==> config.mk <==
export PLATFORM = sky130hd
export DESIGN_NAME = paged_spi_register_access_master
export DESIGN_NICKNAME = d
export VERILOG_FILES = /design/src/rtl/psra_pkg.sv /design/src/rtl/psra_seq.sv /design/src/rtl/paged_spi_register_access_master.sv
export SDC_FILE = /design/constraint.sdc
export NUM_CORES = 1
export LEC_CHECK = 0
export BUFFER_PORTS_ARGS = -buffer_cell sky130_fd_sc_hd__buf_4
export CORE_ASPECT_RATIO = 0.75
export CORE_MARGIN = 2
export CORE_UTILIZATION = 55
export CTS_CLUSTER_DIAMETER = 100
export DETAILED_ROUTE_END_ITERATION = 8
export PLACE_DENSITY = 0.76
export SETUP_SLACK_MARGIN = 0.1
export SLEW_MARGIN = 10
export SYNTH_ARGS = -nofsm -noshare
export SYNTH_HDL_FRONTEND = slang
export SYNTH_SLANG_ARGS = --single-unit
==> constraint.sdc <==
create_clock -name clk -period 17.31 [get_ports clk]
set_clock_uncertainty 0.05 [all_clocks]
set_input_delay 5.193 -clock clk [delete_from_list [all_inputs] [get_ports clk]]
set_output_delay 5.193 -clock clk [all_outputs]
set_load 0.01 [all_outputs]
==> src/rtl/psra_pkg.sv <==
// Package: types, codes and constants for the paged SPI register access master.
package psra_pkg;

  localparam int unsigned DATA_W         = 64;
  localparam int unsigned MAX_BYTES_DEF  = 8;
  localparam logic [7:0]  POLL_LIMIT_RST = 8'd50;

  localparam logic [1:0] OP_START_RD = 2'd0;
  localparam logic [1:0] OP_START_WR = 2'd1;
  localparam logic [1:0] OP_XFER     = 2'd2;

  localparam logic [1:0] ST_OK      = 2'd0;
  localparam logic [1:0] ST_POLL_TO = 2'd1;
  localparam logic [1:0] ST_ACK_TO  = 2'd2;

  localparam logic [7:0] SPI_CMD_RD   = 8'h60;
  localparam logic [7:0] SPI_CMD_WR   = 8'h61;
  localparam logic [7:0] SPI_CMD_FRD  = 8'h10;
  localparam logic [7:0] REG_STATUS   = 8'hFE;
  localparam logic [7:0] REG_PAGE     = 8'hFF;
  localparam logic [7:0] SPI_DUMMY    = 8'h00;
  localparam logic [7:0] STS_BUSY     = 8'h80;
  localparam logic [7:0] ACK_MASK     = 8'h03;

  typedef enum logic [3:0] {
    PH_IDLE     = 4'd0,
    PH_POLL_CMD = 4'd1,
    PH_POLL_REG = 4'd2,
    PH_POLL_DAT = 4'd3,
    PH_PG_CMD   = 4'd4,
    PH_PG_REG   = 4'd5,
    PH_PG_VAL   = 4'd6,
    PH_TO_CMD   = 4'd7,
    PH_TO_REG   = 4'd8,
    PH_TO_VAL   = 4'd9,
    PH_WR_CMD   = 4'd10,
    PH_WR_ADDR  = 4'd11,
    PH_WR_DATA  = 4'd12,
    PH_RD_CMD   = 4'd13,
    PH_RD_ADDR  = 4'd14,
    PH_RD_DATA  = 4'd15
  } phase_t;

  typedef struct packed {
    logic [1:0]        opcode;
    logic [7:0]        page;
    logic [7:0]        reg_addr;
    logic [3:0]        length;
    logic [DATA_W-1:0] write_data;
    logic [7:0]        miso_byte;
  } in_req_t;

  typedef struct packed {
    logic              is_done;
    logic [7:0]        mosi_byte;
    logic              new_frame;
    logic [1:0]        status;
    logic [DATA_W-1:0] read_data;
  } out_rsp_t;

endpackage

==> src/rtl/psra_seq.sv <==
// Sequencer: transaction state and the next SPI byte or completion for each request.
module psra_seq #(
  parameter int unsigned MAX_BYTES = psra_pkg::MAX_BYTES_DEF
) (
  input  logic               clk,
  input  logic               rst_n,
  input  logic               step,
  input  psra_pkg::in_req_t  req,
  input  logic [7:0]         poll_limit,
  output logic               fire,
  output psra_pkg::out_rsp_t rsp
);

  localparam int unsigned BUF_W = MAX_BYTES * 8;
  localparam int unsigned IDX_W = (MAX_BYTES > 1) ? $clog2(MAX_BYTES) : 1;

  psra_pkg::phase_t  phase_r, phase_nxt;
  logic [7:0]        tries_r, tries_nxt;
  logic [3:0]        bidx_r, bidx_nxt;
  logic              is_wr_r, is_wr_nxt;
  logic [7:0]        page_r, page_nxt;
  logic [7:0]        addr_r, addr_nxt;
  logic [3:0]        len_r, len_nxt;
  logic [BUF_W-1:0]  wbuf_r;
  logic [BUF_W-1:0]  rbuf_r, rbuf_nxt;

  logic              start;
  logic [7:0]        limit;
  logic [7:0]        tries_dec;
  logic [3:0]        bidx_inc;
  logic [3:0]        len_clamp;
  logic [7:0]        rx;

  assign start     = (req.opcode == psra_pkg::OP_START_RD) ||
                     (req.opcode == psra_pkg::OP_START_WR);
  assign limit     = (poll_limit == 8'd0) ? 8'd1 : poll_limit;
  assign tries_dec = (tries_r != 8'd0) ? tries_r - 8'd1 : 8'd0;
  assign bidx_inc  = bidx_r + 4'd1;
  assign len_clamp = (req.length > 4'(MAX_BYTES)) ? 4'(MAX_BYTES) : req.length;
  assign rx        = req.miso_byte;

  always_comb begin
    phase_nxt = phase_r;
    tries_nxt = tries_r;
    bidx_nxt  = bidx_r;
    is_wr_nxt = is_wr_r;
    page_nxt  = page_r;
    addr_nxt  = addr_r;
    len_nxt   = len_r;
    rbuf_nxt  = rbuf_r;
    fire      = 1'b0;
    rsp       = '0;
    if (start) begin
      is_wr_nxt     = (req.opcode == psra_pkg::OP_START_WR);
      page_nxt      = req.page;
      addr_nxt      = req.reg_addr;
      len_nxt       = len_clamp;
      rbuf_nxt      = '0;
      bidx_nxt      = 4'd0;
      tries_nxt     = limit;
      phase_nxt     = psra_pkg::PH_POLL_CMD;
      fire          = 1'b1;
      rsp.mosi_byte = psra_pkg::SPI_CMD_RD;
      rsp.new_frame = 1'b1;
    end else if (req.opcode == psra_pkg::OP_XFER) begin
      fire = 1'b1;
      unique case (phase_r)
        psra_pkg::PH_IDLE: begin
          fire = 1'b0;
        end
        psra_pkg::PH_POLL_CMD: begin
          phase_nxt     = psra_pkg::PH_POLL_REG;
          rsp.mosi_byte = psra_pkg::REG_STATUS;
        end
        psra_pkg::PH_POLL_REG: begin
          phase_nxt     = psra_pkg::PH_POLL_DAT;
          rsp.mosi_byte = psra_pkg::SPI_DUMMY;
        end
        psra_pkg::PH_POLL_DAT: begin
          rsp.new_frame = 1'b1;
          if ((rx & psra_pkg::STS_BUSY) == 8'd0) begin
            phase_nxt     = psra_pkg::PH_PG_CMD;
            rsp.mosi_byte = psra_pkg::SPI_CMD_WR;
          end else begin
            tries_nxt = tries_dec;
            if (tries_dec == 8'd0) begin
              phase_nxt     = psra_pkg::PH_TO_CMD;
              rsp.mosi_byte = psra_pkg::SPI_CMD_WR;
            end else begin
              phase_nxt     = psra_pkg::PH_POLL_CMD;
              rsp.mosi_byte = psra_pkg::SPI_CMD_RD;
            end
          end
        end
        psra_pkg::PH_PG_CMD: begin
          phase_nxt     = psra_pkg::PH_PG_REG;
          rsp.mosi_byte = psra_pkg::REG_PAGE;
        end
        psra_pkg::PH_PG_REG: begin
          phase_nxt     = psra_pkg::PH_PG_VAL;
          rsp.mosi_byte = page_r;
        end
        psra_pkg::PH_PG_VAL: begin
          rsp.new_frame = 1'b1;
          if (is_wr_r) begin
            phase_nxt     = psra_pkg::PH_WR_CMD;
            rsp.mosi_byte = psra_pkg::SPI_CMD_WR;
          end else begin
            tries_nxt     = limit;
            phase_nxt     = psra_pkg::PH_RD_CMD;
            rsp.mosi_byte = psra_pkg::SPI_CMD_FRD;
          end
        end
        psra_pkg::PH_TO_CMD: begin
          phase_nxt     = psra_pkg::PH_TO_REG;
          rsp.mosi_byte = psra_pkg::REG_PAGE;
        end
        psra_pkg::PH_TO_REG: begin
          phase_nxt     = psra_pkg::PH_TO_VAL;
          rsp.mosi_byte = page_r;
        end
        psra_pkg::PH_TO_VAL: begin
          phase_nxt   = psra_pkg::PH_IDLE;
          rsp.is_done = 1'b1;
          rsp.status  = psra_pkg::ST_POLL_TO;
        end
        psra_pkg::PH_WR_CMD: begin
          phase_nxt     = psra_pkg::PH_WR_ADDR;
          rsp.mosi_byte = addr_r;
        end
        psra_pkg::PH_WR_ADDR: begin
          if (len_r == 4'd0) begin
            phase_nxt   = psra_pkg::PH_IDLE;
            rsp.is_done = 1'b1;
          end else begin
            bidx_nxt      = 4'd0;
            phase_nxt     = psra_pkg::PH_WR_DATA;
            rsp.mosi_byte = wbuf_r[7:0];
          end
        end
        psra_pkg::PH_WR_DATA: begin
          bidx_nxt = bidx_inc;
          if (bidx_inc >= len_r) begin
            phase_nxt   = psra_pkg::PH_IDLE;
            rsp.is_done = 1'b1;
          end else begin
            rsp.mosi_byte = wbuf_r[8 * bidx_inc[IDX_W-1:0] +: 8];
          end
        end
        psra_pkg::PH_RD_CMD: begin
          phase_nxt     = psra_pkg::PH_RD_ADDR;
          rsp.mosi_byte = addr_r;
        end
        psra_pkg::PH_RD_ADDR: begin
          if ((rx & psra_pkg::ACK_MASK) != 8'd0) begin
            if (len_r == 4'd0) begin
              phase_nxt   = psra_pkg::PH_IDLE;
              rsp.is_done = 1'b1;
            end else begin
              bidx_nxt      = 4'd0;
              phase_nxt     = psra_pkg::PH_RD_DATA;
              rsp.mosi_byte = psra_pkg::SPI_DUMMY;
            end
          end else begin
            tries_nxt = tries_dec;
            if (tries_dec == 8'd0) begin
              phase_nxt   = psra_pkg::PH_IDLE;
              rsp.is_done = 1'b1;
              rsp.status  = psra_pkg::ST_ACK_TO;
            end else begin
              rsp.mosi_byte = addr_r;
            end
          end
        end
        psra_pkg::PH_RD_DATA: begin
          rbuf_nxt[8 * bidx_r[IDX_W-1:0] +: 8] = rx;
          bidx_nxt = bidx_inc;
          if (bidx_inc >= len_r) begin
            phase_nxt     = psra_pkg::PH_IDLE;
            rsp.is_done   = 1'b1;
            rsp.read_data = psra_pkg::DATA_W'(rbuf_nxt);
          end else begin
            rsp.mosi_byte = psra_pkg::SPI_DUMMY;
          end
        end
        default: begin
          fire = 1'b0;
        end
      endcase
    end
  end

  always_ff @(posedge clk) begin
    if (!rst_n) begin
      phase_r <= psra_pkg::PH_IDLE;
      tries_r <= 8'd0;
      bidx_r  <= 4'd0;
      is_wr_r <= 1'b0;
      page_r  <= 8'd0;
      addr_r  <= 8'd0;
      len_r   <= 4'd0;
      rbuf_r  <= '0;
    end else if (step) begin
      phase_r <= phase_nxt;
      tries_r <= tries_nxt;
      bidx_r  <= bidx_nxt;
      is_wr_r <= is_wr_nxt;
      page_r  <= page_nxt;
      addr_r  <= addr_nxt;
      len_r   <= len_nxt;
      rbuf_r  <= rbuf_nxt;
    end
  end

  always_ff @(posedge clk) begin
    if (step && start) begin
      wbuf_r <= req.write_data[BUF_W-1:0];
    end
  end

endmodule

==> src/rtl/paged_spi_register_access_master.sv <==
// Top level: request register, sequencer, result register and poll limit register.
// Paged SPI register access master. Each request is a start (read or write with page,
// address, length and write bytes) or the report of a finished SPI byte exchange with
// the byte clocked in; each answer is the next byte to shift out (with a flag to pulse
// chip select before it) or the completion with status and read bytes. One request is
// taken every clock cycle unless in_stall is set; a request passes the request register
// and then the result register; the sequencer state updates once per request.
// A full result register that is stalled holds the request register, which then stalls
// the input. cfg_wr_data sets the poll limit (status polls and acknowledge attempts,
// zero acts as one); write it only while no transaction is running.
module paged_spi_register_access_master #(
  parameter int unsigned MAX_BYTES = psra_pkg::MAX_BYTES_DEF
) (
  input  logic               clk,
  input  logic               rst_n,
  input  logic               in_valid,
  output logic               in_stall,
  input  psra_pkg::in_req_t  in_req,
  output logic               out_valid,
  input  logic               out_stall,
  output psra_pkg::out_rsp_t out_rsp,
  input  logic               cfg_wr_en,
  input  logic [7:0]         cfg_wr_data
);

  logic               req_vld_r, req_vld_nxt;
  psra_pkg::in_req_t  req_r;
  logic               rsp_vld_r, rsp_vld_nxt;
  psra_pkg::out_rsp_t rsp_r;
  logic [7:0]         poll_limit_r;

  logic               rsp_free;
  logic               step;
  logic               accept;
  logic               fire;
  psra_pkg::out_rsp_t seq_rsp;

  assign rsp_free = !rsp_vld_r || !out_stall;
  assign step     = req_vld_r && rsp_free;
  assign in_stall = req_vld_r && !rsp_free;
  assign accept   = in_valid && !in_stall;

  assign req_vld_nxt = accept ? 1'b1 : (step ? 1'b0 : req_vld_r);
  assign rsp_vld_nxt = rsp_free ? (step && fire) : rsp_vld_r;

  psra_seq #(
    .MAX_BYTES (MAX_BYTES)
  ) u_seq (
    .clk        (clk),
    .rst_n      (rst_n),
    .step       (step),
    .req        (req_r),
    .poll_limit (poll_limit_r),
    .fire       (fire),
    .rsp        (seq_rsp)
  );

  always_ff @(posedge clk) begin
    if (!rst_n) begin
      req_vld_r    <= 1'b0;
      rsp_vld_r    <= 1'b0;
      poll_limit_r <= psra_pkg::POLL_LIMIT_RST;
    end else begin
      req_vld_r <= req_vld_nxt;
      rsp_vld_r <= rsp_vld_nxt;
      if (cfg_wr_en) begin
        poll_limit_r <= cfg_wr_data;
      end
    end
  end

  always_ff @(posedge clk) begin
    if (accept) begin
      req_r <= in_req;
    end
    if (step && fire) begin
      rsp_r <= seq_rsp;
    end
  end

  assign out_valid = rsp_vld_r;
  assign out_rsp   = rsp_r;

`ifndef SYNTHESIS
  a_stall_only_when_blocked: assert property (@(posedge clk) disable iff (!rst_n)
    in_stall |-> (req_vld_r && rsp_vld_r && out_stall))
    else $error("input stalled while the pipeline can move");

  a_done_fields: assert property (@(posedge clk) disable iff (!rst_n)
    (out_valid && out_rsp.is_done) |-> (!out_rsp.new_frame && out_rsp.mosi_byte == 8'd0))
    else $error("completion carries a byte to send");

  a_byte_status: assert property (@(posedge clk) disable iff (!rst_n)
    (out_valid && !out_rsp.is_done) |->
      (out_rsp.status == psra_pkg::ST_OK && out_rsp.read_data == '0))
    else $error("byte result carries status or read data");

  a_result_loaded: assert property (@(posedge clk) disable iff (!rst_n)
    (step && fire) |=> out_valid)
    else $error("produced result was not registered");
`endif

endmodule

After elaboration in Yosys (flattened, before gate mapping)

Index checks and enable logic that the tools add are counted.

Register bits after elaboration: 345
Input bits: 107
Output and inout bits: 78
Word-level logic and storage cells: 148

$add $sub $neg: 3
$lt $le $gt $ge: 2
Equal/unequal tests: 23
Shift-type cells: 3
Multiplexer cells: 53
Bitwise logic cells: 3
Reduce and logical (&&, ||, !) cells: 37

Operator list:

| operator                | count |
|---|---|
| $mux 64                 | 5 |
| $mux 8                  | 11 |
| $mux 74                 | 1 |
| $pmux 8 s9              | 1 |
| $bwmux 64               | 1 |
| $shift 8x34->64 const A | 1 |
| $shiftx 64x7->8         | 1 |
| $shiftx 8x34->64        | 1 |
| $pmux 4 s14             | 1 |
| $mux 4                  | 12 |
| $neg 6->34              | 1 |
| $eq 4x4->1 const B      | 8 |
| $logic_not 8->1         | 3 |
| $pmux 8 s3              | 1 |
| $eq 4x3->1 const B      | 4 |
| $reduce_bool 8->1       | 2 |
| $reduce_bool 15->1      | 1 |
| $pmux 4 s3              | 1 |
| $reduce_or 2->1         | 6 |
| $mux 1                  | 10 |
| $mux 3                  | 3 |
| $mux 9                  | 1 |
| $eq 4x2->1 const B      | 2 |
| $logic_not 4->1         | 2 |
| other kinds (28)        | 44 |

Logic depth before layout (Yosys ltp)

Depth in word-level cells: 8
Mapped depth: 12
Mapped depth without buffers: 9

Cells and area by module

A second synthesis with hierarchy kept.

Cells, all modules: 1129
Area, all modules: 14103.5 um2

By module, submodules not included:

| module                           | instances | cells an instance | area each (um2) | seq. area each (um2) |
|---|---|---|---|---|
| psra_seq                         | 1         | 923               | 8608.3          | 3943.8 |
| paged_spi_register_access_master | 1         | 206               | 5495.3          | 5305.1 |

Worst setup path before layout

No wires, ideal clock.

Path kind: in2out
From: input out_stall
To: output in_stall
Arrival: 5.413 ns
Data required time: 12.067 ns
Slack: 6.654 ns
Stages: 1
Path buffers: 0
Cells stage by stage: and3_1

Word-level cells in the longest chain between the ends: 4

RTL lines:

| element           | line                                   | RTL |
|---|---|---|
| from (decl)       | paged_spi_register_access_master.sv:20 | `input logic out_stall,` |
| $logic_not 1->1   | paged_spi_register_access_master.sv:38 | `assign rsp_free = !rsp_vld_r \|\| !out_stall;` |
| $logic_or 1x1->1  | paged_spi_register_access_master.sv:38 |  |
| $logic_not 1->1   | paged_spi_register_access_master.sv:40 | `assign in_stall = req_vld_r && !rsp_free;` |
| $logic_and 1x1->1 | paged_spi_register_access_master.sv:40 |  |
| to (decl)         | paged_spi_register_access_master.sv:17 | `output logic in_stall,` |

No other way between the ends.

Final worst setup path

Same ends and word-level chain as after synthesis.

==> key figures <==
Floorplanning
  • Die area: about 0.027 sq mm
  • Placeable Area: around 0.026 sq mm
  • Die Y: approximately 140 microns
  • Starting density of the core: 0.555
  • Die width: 190 microns
  • Rows: 51
  • Io pins: 185

Pwr
  • Net load switching power: 0.000370 W
  • Fraction of power spent switching nets: 0.208
  • Clock network fraction of total power: 0.441
  • Gate power share: 0.041
  • Leakage: 5.60 nW
  • Pint: 0.00140 W
  • Worst-case vdd ir drop: just under 0.09 mV
  • Power Density: just over 100 mW/mm^2
  • Share of power burned in registers: 0.518

Timing
  • Final TNS setup: 0 ns
  • Hold slack: 0.368 ns
  • Worst-margin pin slew: between 1 and 1.5 ns
  • Hold Vio Cnt, Final: 0
  • RSZ-0062 raised after global routing: no
  • Min Tclk post-route: about 11 ns
  • Slew Limit Fails: 0
  • Tcrit/Tclk final: 0.631
  • Rel. slew slack: 0.162
  • # setup viols final: 0
  • Fmax: approximately 90 MHz

Drt
  • Routed WL: 32,500 microns
  • Via count: 9,810
  • DRT antenna net count: 0
  • Uppermost routed layer: met5
  • WL per Instance: a little under 20 microns
  • Initial DRC count: 793
  • Drt first pass iters: 6
  • Via-to-Cell Ratio: 5.82
  • Metal1 wirelength: 14,700 microns
  • Wire length on met3: 2580 microns
  • Routed wl met2: roughly 14,000 microns
  • Drc violations: 0

Synth
  • Post-Syn Instances: 1,161
  • Number of flops mapped to enable cells by yosys: approximately 230
  • Post-Syn Nets: around 1,300
  • Syn avg cell area: 12.3 sq um
  • Mapped Area: 0.0143 sq mm
  • Async S/R FF share, synth: 0
  • Post-synth top flop: edfxtp_1
  • Seq/Total Area, Yosys: 0.648
  • Synth unique cells: 64
  • YS warnings: 0
  • FF+latch count, synth: approximately 350

Layout
  • Fillers: roughly 1,900
  • Layout area overhead: 19.8%
  • Most common cell after layout, fill and taps aside: edfxtp_1
  • Final Cell Area: approximately 0.017 sq mm
  • Fin nets: 1,433
  • Commonest non-fill, non-tap cells in the layout: edfxtp_1, buf_4, nand2_1
  • Diodes inserted: 0
  • Layout cells sized above 1: 0.214
  • Final Non-Filler Cells: 1,686

Worst setup path
  • Critical path, cell by cell: buf_4, and3_1, buf_4
  • Most common cell on crit path: buf_4
  • Critical path peak fanout: 3
  • Worst Path Arrival: 5.68 ns
  • CP max-delay cell: and3_1
  • CP required: roughly 12 ns
  • Crit start category: input pin
  • CP max stage delay: 0.22 ns
  • Kind of critical path: in2out
  • CP Capture Type: output port

Placement
  • Number of port buffers: 184
  • Placed inst area: between 0.015 and 0.02 sq mm
  • Detailed placer's ending HPWL: 20,600 microns
  • Routability-driven placement congestion ratio: 0.858
  • Placed cells: 1,624

Min path
  • Hold Crit Class: reg2reg

Clocking
  • Clock Path Buffers: 3
  • CTS tree: built
  • Clock transition at the registers of the reported paths: ~0.06 ns
  • CTS Hold Buffers Added: 0
  • Clock root cell: clkbuf_16
  • Clock sinks: 345
  • Clock latency on the worst-skew pair: roughly 0.53 ns
  • CTS Buf Count: 34
  • Post-cts gate resize count: 0
  • # H-tree levels: 2
  • Post-CTS Setup Bufs: 0

Global route
  • Global-route wire length before repair: 49,800 microns
  • GR Util All Layers: 0.236
  • Initial antenna violation count: 1
  • Largest net degree at the start of global routing: 119
  • Vias in the first global route: 9,227
  • Grt ovf: 0

Flow run
  • # Max-Cap Violations: 0

Status
  • Run status: completed
==> stage by stage <==
stage	total power, W	worst slack, ns	util
after floorplan	0.000970	6.65	-
after global placement	0.00101	6.39	0.618
after detailed placement	0.00101	6.38	0.618
after CTS	0.00179	6.38	0.664
after global routing	0.00183	6.36	0.665
final	0.00177	6.38	0.665
==> cells in the mapped netlist, types with 4 or more instances <==
cell type,number,area [sq um]
o211ai_1,10,75.1
a21oi_1,72,360
nand3b_1,4,30.0
nor3_1,11,55.1
dfxtp_1,111,2220
nand2_1,141,529
o21ai_0,30,150
a31o_2,4,35.0
edfxtp_1,234,7030
a22oi_1,32,240
o22ai_1,7,43.8
and2_1,9,56.3
o211a_1,7,70.1
a31oi_1,4,25.0
nor2_1,44,165
nor2b_1,81,507
nand4_1,4,25.0
mux2i_1,36,360
clkbuf_1,64,240
o31ai_1,4,30.0
and3_1,12,75.1
nand2b_1,15,93.8
o21ai_1,8,40.0
a32oi_1,35,307
ha_1,10,125
nor4_1,7,43.8
inv_1,20,75.1
nor3b_1,5,37.5
a21boi_0,20,150
nand3_1,44,220
buf_1,8,30.0
o21a_1,6,45.0
a211oi_1,4,30.0
mux4_2,16,360
==> worst paths after layout <==
check,from,end,slack [ns],depth (start not counted)
min reg2reg,req_r[37],u_seq.wbuf_r[29],0.37,0
max reg2reg,u_seq.bidx_r[0],out_rsp[67],13.82,9
max,out_stall,in_stall,6.38,3
min,req_r[37],u_seq.wbuf_r[29],0.37,0
==> power by group through the flow <==
stage | logic, W | clock network, W | registers [W]
after floorplan | 0.0000390 | 0 | 0.000931
after global placement | 0.0000718 | 0 | 0.000935
after detailed placement | 0.0000731 | 0 | 0.000936
after CTS | 0.0000735 | 0.000794 | 0.000918
after global routing | 0.0000799 | 0.000826 | 0.000920
final | 0.0000732 | 0.000782 | 0.000918
==> critical path, delay by kind of cell <==
kind	cells	cell delay, ns
AND/OR/NAND/NOR	1	0.22
buffers and inverters	2	0.27
==> final cells by class <==
class                           count  area (sq um)  area share
Clock buffer                       47           991      0.0580
Timing Repair Buffer              195          1460      0.0857
Clock inverter                     15           206      0.0121
Tap cell                          344           430      0.0252
Inverter                           21          80.1     0.00469
Multi-Input combinational cell    719          4670       0.273
Sequential cell                   345          9250       0.541
==> registers in the layout, summed over array words and instances, names as in the netlist <==
signal / count
poll_limit_r: 8
u_seq.len_r: 4
u_seq.page_r: 8
out_rsp: 76
u_seq.phase_r: 4
req_vld_r: 1
u_seq.bidx_r: 4
out_valid: 1
u_seq.is_wr_r: 1
u_seq.wbuf_r: 64
u_seq.rbuf_r: 64
u_seq.tries_r: 8
req_r: 94
u_seq.addr_r: 8
==> per-layer routing <==
metal	up-vias	GRT usage
met5	-	0
met4	2	0.0775
met3	64	0.0476
met2	406	0.351
met1	4717	0.349
li1	4621	-
==> cell families after synthesis <==
group / after synthesis / share of synthesized area
AOI/OAI and AO/OA: 259 / 0.123
xor gates and xnor gates: 3 / 0.00184
adders and majority gates: 10 / 0.00877
buffers and inverters: 97 / 0.0268
DFF: 345 / 0.648
muxes: 54 / 0.0524
and+or+nand+nor: 393 / 0.139
Note: power is estimated with default switching activity, not from simulation.
